## src/hw/rtl/crpe_pkg.sv

```systemverilog
package crpe_pkg;

	// Input word kinds carried in s_tuser.
	localparam logic OP_PUSH = 1'b0;
	localparam logic OP_EVAL = 1'b1;

	localparam int COORD_W   = 16;
	localparam int T_BITS    = 16;
	localparam int GUARD     = 8;
	localparam int COEF_W    = 20;
	localparam int H_W       = 30;
	localparam int PROD_W    = H_W + T_BITS + 1;
	localparam int NUM_AXES  = 3;
	localparam int WIN_DEPTH = 4;
	localparam int STEP_W    = 4;
	localparam int CNT_W     = 3;

	localparam logic [1:0] AXIS_LAST = 2'd2;

	typedef logic signed [COORD_W-1:0] coord_t;

	// Coefficient select codes.
	localparam logic [1:0] COEF_D3 = 2'd0;
	localparam logic [1:0] COEF_D2 = 2'd1;
	localparam logic [1:0] COEF_D1 = 2'd2;
	localparam logic [1:0] COEF_C0 = 2'd3;

	// One microcode word.
	typedef struct packed {
		logic              load_h;
		logic              mul;
		logic              acc;
		logic [1:0]        coef_sel;
		logic              store;
		logic              loop;
		logic              done;
		logic [STEP_W-1:0] target;
	} ctrl_word_t;

	localparam ctrl_word_t CW_NOP = '{load_h: 1'b0, mul: 1'b0, acc: 1'b0,
		coef_sel: COEF_D3, store: 1'b0, loop: 1'b0, done: 1'b0, target: '0};

	// Program: per axis load d3, three multiply/accumulate pairs, store and loop.
	function automatic ctrl_word_t ucode_rom(input logic [STEP_W-1:0] step);
		ctrl_word_t cw;
		cw = CW_NOP;
		case (step)
			4'd0: begin
				cw.load_h   = 1'b1;
				cw.coef_sel = COEF_D3;
			end
			4'd1: cw.mul = 1'b1;
			4'd2: begin
				cw.acc      = 1'b1;
				cw.coef_sel = COEF_D2;
			end
			4'd3: cw.mul = 1'b1;
			4'd4: begin
				cw.acc      = 1'b1;
				cw.coef_sel = COEF_D1;
			end
			4'd5: cw.mul = 1'b1;
			4'd6: begin
				cw.acc      = 1'b1;
				cw.coef_sel = COEF_C0;
			end
			4'd7: begin
				cw.store  = 1'b1;
				cw.loop   = 1'b1;
				cw.target = 4'd0;
			end
			4'd8: cw.done = 1'b1;
			default: cw = CW_NOP;
		endcase
		return cw;
	endfunction

endpackage

```

## src/hw/rtl/crpe_axis_dp.sv

```systemverilog
module crpe_axis_dp (
	input  logic                 clk,
	input  crpe_pkg::ctrl_word_t ctrl,
	input  crpe_pkg::coord_t     p0,
	input  crpe_pkg::coord_t     p1,
	input  crpe_pkg::coord_t     p2,
	input  crpe_pkg::coord_t     p3,
	input  logic [15:0]          t,
	output crpe_pkg::coord_t     res,
	output logic                 clip
);
	import crpe_pkg::*;

	logic signed [COEF_W-1:0] e0, e1, e2, e3;
	logic signed [COEF_W-1:0] d1, d2, d3, c0x2, coef;
	logic signed [H_W-1:0]    coef_g, rnd, h_q, final_sum;
	logic signed [PROD_W-1:0] prod_q, prod_rnd;
	logic signed [H_W-GUARD-2:0] r;

	// Twice the spline coefficients, exact integers.
	assign e0   = COEF_W'(p0);
	assign e1   = COEF_W'(p1);
	assign e2   = COEF_W'(p2);
	assign e3   = COEF_W'(p3);
	assign d1   = e2 - e0;
	assign d2   = (e0 <<< 1) - (e1 <<< 2) - e1 + (e2 <<< 2) - e3;
	assign d3   = e1 + (e1 <<< 1) - e0 - e2 - (e2 <<< 1) + e3;
	assign c0x2 = e1 <<< 1;

	always_comb begin
		case (ctrl.coef_sel)
			COEF_D3: coef = d3;
			COEF_D2: coef = d2;
			COEF_D1: coef = d1;
			COEF_C0: coef = c0x2;
			default: coef = d3;
		endcase
	end

	assign coef_g = H_W'(coef) <<< GUARD;

	// Product divided by 2^16, rounded half up.
	assign prod_rnd = prod_q + PROD_W'(1 << (T_BITS - 1));
	assign rnd      = prod_rnd[T_BITS +: H_W];

	// Horner accumulator and the shared multiplier.
	always_ff @(posedge clk) begin
		if (ctrl.load_h) begin
			h_q <= coef_g;
		end else if (ctrl.acc) begin
			h_q <= coef_g + rnd;
		end
		if (ctrl.mul) begin
			prod_q <= h_q * $signed({1'b0, t});
		end
	end

	// Final rounding by the guard bits and the factor two, then clipping.
	assign final_sum = h_q + H_W'(1 << GUARD);
	assign r         = final_sum[H_W-1:GUARD+1];

	always_comb begin
		clip = 1'b0;
		if (r > $signed((H_W-GUARD-1)'(32767))) begin
			res  = 16'sh7FFF;
			clip = 1'b1;
		end else if (r < $signed(-(H_W-GUARD-1)'(32768))) begin
			res  = 16'sh8000;
			clip = 1'b1;
		end else begin
			res = r[COORD_W-1:0];
		end
	end

endmodule

```

## src/hw/rtl/catmull_rom_point_evaluator_unit.sv

```systemverilog
// Channel | Dir | Fields (low bit first)
// s_*     | in  | tdata: point_x, point_y, point_z, param_t; tuser: opcode
// m_*     | out | tdata: curve_x, curve_y, curve_z; tuser: window_full, saturated
//
// A push word is taken without holding the input and gives no result.
// An evaluate word runs the microcode: 8 steps per axis on the shared multiplier,
// plus one step to hand over the result.
// s_tready is low while an evaluation runs; a result waiting on m_tready does
// not block the input, but the next evaluation holds in its last step until
// the output register is free. Reset clears the point window and the push count.
module catmull_rom_point_evaluator_unit (
	input  logic        clk,
	input  logic        arst_n,
	input  logic        s_tvalid,
	output logic        s_tready,
	input  logic [63:0] s_tdata,  // point_x, point_y, point_z, param_t
	input  logic        s_tuser,  // opcode
	output logic        m_tvalid,
	input  logic        m_tready,
	output logic [47:0] m_tdata,  // curve_x, curve_y, curve_z
	output logic [1:0]  m_tuser   // window_full, saturated
);
	import crpe_pkg::*;

	coord_t            win_q [WIN_DEPTH][NUM_AXES];
	logic [CNT_W-1:0]  pushed_q;
	logic              busy_q;
	logic [STEP_W-1:0] step_q;
	logic [1:0]        axis_q;
	logic [15:0]       t_q;
	coord_t            acc_res_q [NUM_AXES];
	logic              sat_q;
	coord_t            out_q [NUM_AXES];
	logic              out_full_q;
	logic              out_sat_q;
	logic              m_tvalid_q;
	ctrl_word_t        cw;
	coord_t            dp_res;
	logic              dp_clip;
	logic              in_acc;
	logic              out_free;

	assign s_tready = !busy_q;
	assign in_acc   = s_tvalid && s_tready;
	assign out_free = !m_tvalid_q || m_tready;
	assign cw       = busy_q ? ucode_rom(step_q) : CW_NOP;

	// Point window and push count.
	always_ff @(posedge clk or negedge arst_n) begin
		if (!arst_n) begin
			for (int i = 0; i < WIN_DEPTH; i++) begin
				for (int a = 0; a < NUM_AXES; a++) begin
					win_q[i][a] <= '0;
				end
			end
			pushed_q <= '0;
		end else if (in_acc && s_tuser == OP_PUSH) begin
			for (int i = 0; i < WIN_DEPTH - 1; i++) begin
				win_q[i] <= win_q[i+1];
			end
			win_q[WIN_DEPTH-1][0] <= s_tdata[15:0];
			win_q[WIN_DEPTH-1][1] <= s_tdata[31:16];
			win_q[WIN_DEPTH-1][2] <= s_tdata[47:32];
			if (pushed_q < CNT_W'(WIN_DEPTH)) begin
				pushed_q <= pushed_q + 1'b1;
			end
		end
	end

	// Microcode sequencer: step counter, axis loop and hand-over.
	always_ff @(posedge clk or negedge arst_n) begin
		if (!arst_n) begin
			busy_q <= 1'b0;
			step_q <= '0;
			axis_q <= '0;
		end else if (!busy_q) begin
			if (in_acc && s_tuser == OP_EVAL) begin
				busy_q <= 1'b1;
				step_q <= '0;
				axis_q <= '0;
			end
		end else if (cw.loop) begin
			if (axis_q != AXIS_LAST) begin
				axis_q <= axis_q + 1'b1;
				step_q <= cw.target;
			end else begin
				step_q <= step_q + 1'b1;
			end
		end else if (cw.done) begin
			if (out_free) begin
				busy_q <= 1'b0;
			end
		end else begin
			step_q <= step_q + 1'b1;
		end
	end

	// Parameter latch and per-axis results of the running evaluation.
	always_ff @(posedge clk) begin
		if (in_acc && s_tuser == OP_EVAL) begin
			t_q   <= s_tdata[63:48];
			sat_q <= 1'b0;
		end else if (cw.store) begin
			acc_res_q[axis_q] <= dp_res;
			sat_q             <= sat_q | dp_clip;
		end
	end

	crpe_axis_dp u_dp (
		.clk  (clk),
		.ctrl (cw),
		.p0   (win_q[0][axis_q]),
		.p1   (win_q[1][axis_q]),
		.p2   (win_q[2][axis_q]),
		.p3   (win_q[3][axis_q]),
		.t    (t_q),
		.res  (dp_res),
		.clip (dp_clip)
	);

	// Output register.
	always_ff @(posedge clk or negedge arst_n) begin
		if (!arst_n) begin
			m_tvalid_q <= 1'b0;
		end else if (cw.done && out_free) begin
			m_tvalid_q <= 1'b1;
		end else if (m_tready) begin
			m_tvalid_q <= 1'b0;
		end
	end

	always_ff @(posedge clk) begin
		if (cw.done && out_free) begin
			out_q      <= acc_res_q;
			out_full_q <= (pushed_q >= CNT_W'(WIN_DEPTH));
			out_sat_q  <= sat_q;
		end
	end

	assign m_tvalid = m_tvalid_q;
	assign m_tdata  = {out_q[2], out_q[1], out_q[0]};
	assign m_tuser  = {out_sat_q, out_full_q};

endmodule

```

## config.mk

```make
export PLATFORM = sky130hd
export DESIGN_NAME = catmull_rom_point_evaluator_unit
export DESIGN_NICKNAME = d
export VERILOG_FILES = /design/src/hw/rtl/crpe_pkg.sv /design/src/hw/rtl/crpe_axis_dp.sv /design/src/hw/rtl/catmull_rom_point_evaluator_unit.sv
export SDC_FILE = /design/constraint.sdc
export NUM_CORES = 2
export LEC_CHECK = 0
export ABC_AREA = 1
export BUFFER_PORTS_ARGS = -buffer_cell sky130_fd_sc_hd__buf_2
export CAP_MARGIN = 20
export CORE_ASPECT_RATIO = 1.2
export CORE_MARGIN = 2
export CORE_UTILIZATION = 50
export CTS_CLUSTER_DIAMETER = 200
export DETAILED_ROUTE_END_ITERATION = 7
export HOLD_SLACK_MARGIN = 0.03
export PLACE_DENSITY = 0.69
export SLEW_MARGIN = 5
export SYNTH_ARGS = -nofsm -noshare
export SYNTH_HDL_FRONTEND = slang
export SYNTH_SLANG_ARGS = --single-unit
```

## constraint.sdc

```tcl
create_clock -name clk -period 7.6 [get_ports clk]
set_input_delay 1.52 -clock clk [delete_from_list [all_inputs] [get_ports clk]]
set_output_delay 1.52 -clock clk [all_outputs]
set_load 0.02 [all_outputs]
```

==> summary.txt <==
Floorplanning
  • # IOs: 121
  • Starting Density: 0.506
  • Die area: 82,600 sq um
  • Die height: 314 microns
  • Die Wd: 263 microns
  • CORE AREA: 79,300 sq um
  • Std cell rows: 113

Logic synthesis
  • Avg Inst Size Synth: 8.43 sq um
  • Async SR Flop Fraction: 0.536
  • Number of synthesized flops with an enable pin: 167
  • Synth warnings: 0
  • Mapped Cells: 4,762
  • Post-synthesis register bit count: 379
  • Area leader, netlist: fa_1
  • Register area share after synthesis: 0.256
  • Synth top area cells: fa_1 (28%), dfrtp_1 (13%), edfxtp_1 (12%)
  • Most frequent cells after synthesis: nand2_1 (1,125), inv_1 (1,098), fa_1 (556)
  • Synth top area share: 0.277
  • Net count after synthesis: 5,601
  • Ys flop type: dfrtp_1
  • Netlist cell types: 60
  • Count leader, synth: nand2_1
  • Synth Cell Area: 40,100 sq um

Critical path
  • R2R Setup Slk: 0.41 ns
  • Crit start category: flop
  • Crit path capture type: flop
  • CP arrival: 7.53 ns
  • Crit Path Category: flop to flop
  • Max incr delay on CP: 0.51 ns
  • Peak fanout along the critical path: 15
  • Worst path required time: 7.93 ns
  • Reg2reg start: axis_q[0]$_DFFE_PN0P_
  • Worst-path cell with the longest stage delay: fa_1
  • Crit path launch: axis_q[0]$_DFFE_PN0P_

Drt
  • DRC: 0
  • Via count: 31,900
  • DR iter-0 viols: 2,357
  • Wirelength, routed: 109 mm
  • Post-route ant nets: 0
  • Via/cell ratio: 5.28
  • DR WL/cell: 18.0 microns
  • Drt first pass iters: 5

Global routing
  • GR Util All Layers: 0.270
  • Vias in the first global route: 32,800
  • Overflow after GRT: 0
  • Largest net degree at the start of global routing: 219
  • Initial antenna violation count: 2
  • First-pass GRT wire length: 175 mm

Min path
  • Hold_sp: acc_res_q[23]$_DFFE_PP_
  • HP Class: flop to flop

CTS
  • CTS root buf: clkbuf_16
  • Max H-tree Level: 2
  • CTS tree: built
  • Clock sinks: 379
  • TritonCTS Buffers: 42
  • Clk buf depth: 3
  • Clock slew at reported path FFs: 0.06 ns
  • Clock Latency Late Sink: 0.61 ns

Finish
  • Synthesis-to-layout area growth: 12.0%
  • Post-Layout Cell Count: 6,043
  • Design area: 44,900 sq um
  • Post-Route Utilization: 0.567
  • Fill cells: 7,079
  • Layout cells sized above 1: 0.120
  • Antenna Cells: 0
  • Fin nets: 5,815

Placement
  • Dpl cell area: 43,000 sq um
  • IO buf count: 120
  • Post-DP HPWL: 86.7 mm
  • GPL Wtd Cong: 0.973
  • Dpl cells: 5,956

STA
  • Setup violators final: 0
  • Tcrit/Tclk final: 0.946
  • Relative slew margins: 0.286
  • Fin. Hold Viols: 0
  • Worst Tran Pin Value: 1.07 ns
  • Fin crit period: 7.19 ns
  • Final Max Tran Viols: 0
  • Max Fclk: 0.139 GHz
  • Final TNS setup: 0 ns
  • Skew final: 0.0362 ns

Job
  • Maxcap violations: 0

Status
  • Status: finished, final reports clean
-- placed cells by master (no fill, tap or decap), drive strengths merged, types with 3 or more instances in the layout --
cell type,instances
xnor2,48
a31oi,19
ha,214
clkbuf,56
o21a,20
a21o,8
xor2,78
nor2,164
inv,1109
nand3,101
o31ai,3
a21oi,206
nor3,23
and2,3
edfxtp,167
buf,363
fa,556
nand4,23
o21ai,334
and3,3
nand2,1127
a22oi,27
a32oi,16
dfrtp,203
clkinv,16
o21bai,8
a21boi,5
a211oi,5
nor4,11
or2,46
o2111ai,13
dfxtp,9
o22ai,5
-- worst max-delay path: cells and delay by family (launching register included) --
family,cells,cell delay (ns)
flops,1,0.44
fa+ha+maj,6,2.38
compound gates,9,1.58
xor+xnor,1,0.25
simple gates,9,1.10
buf+inv,8,1.20
-- cell families after synthesis --
kind of cell	after synthesis	synth area share
adders and majority gates	770	0.344
xor gates and xnor gates	126	0.0279
AOI/OAI and AO/OA	683	0.0960
buffers and inverters	1300	0.123
and+or+nand+nor	1504	0.153
DFF	379	0.256
-- state kept, by name, indices dropped and copies added (netlist names) --
name and count:
acc_res_q 48, axis_q 2, busy_q 1, m_tdata 48
m_tvalid 1, out_full_q 1, out_sat_q 1, pushed_q 3
sat_q 1, step_q 4, t_q 16, u_dp.h_q 30
u_dp.prod_q 31, win_q 192
-- metrics by stage --
step           hold WS, ns  setup slack (ns)
3_5_place_dp         0.405            -0.295
5_1_grt              0.423           -0.0311
4_1_cts              0.411           0.00579
3_3_place_gp         0.401            -0.125
2_1_floorplan        0.400            0.0421
6_report             0.408             0.408
-- repair_timing --
action / in CTS / in global routing
hold buffers: 0 / 0
setup endpoints to repair: 7 / 11
resized for setup: 10 / 93
setup buffers: 1 / 10
pin swaps: 0 / 35
-- metal layers --
metal,track usage,wire length [microns]
met5,0,24
met2,0.470,53800
met3,0.0357,5900
met4,0.106,4740
met1,0.344,44100
-- worst paths after layout --
kind                                     endpoint  cells past startpoint
min in group asynchronous   win_q[30]$_DFFE_PN0P_                      1
setup / recovery           u_dp.h_q[26]$_DFFE_PP_                     33
hold reg to reg             m_tdata[23]$_DFFE_PP_                      0
hold / removal              m_tdata[23]$_DFFE_PP_                      0
setup reg to reg           u_dp.h_q[26]$_DFFE_PP_                     33
max in group asynchronous  win_q[116]$_DFFE_PN0P_                      2
-- area by class of cell --
cell class                      instances  area (sq um)  share of cell area
Multi-Input combinational cell       3083         25400               0.564
Timing Repair Buffer                  363          2500              0.0556
Clock inverter                         20           204             0.00454
Clock buffer                           56          1150              0.0257
Inverter                             1107          4160              0.0926
Tap cell                             1035          1290              0.0288
Sequential cell                       379         10300               0.229
Power is left out: the tool's default activity adds up to more than one toggle a clock period on the data nets, which glitch-free logic cannot reach.
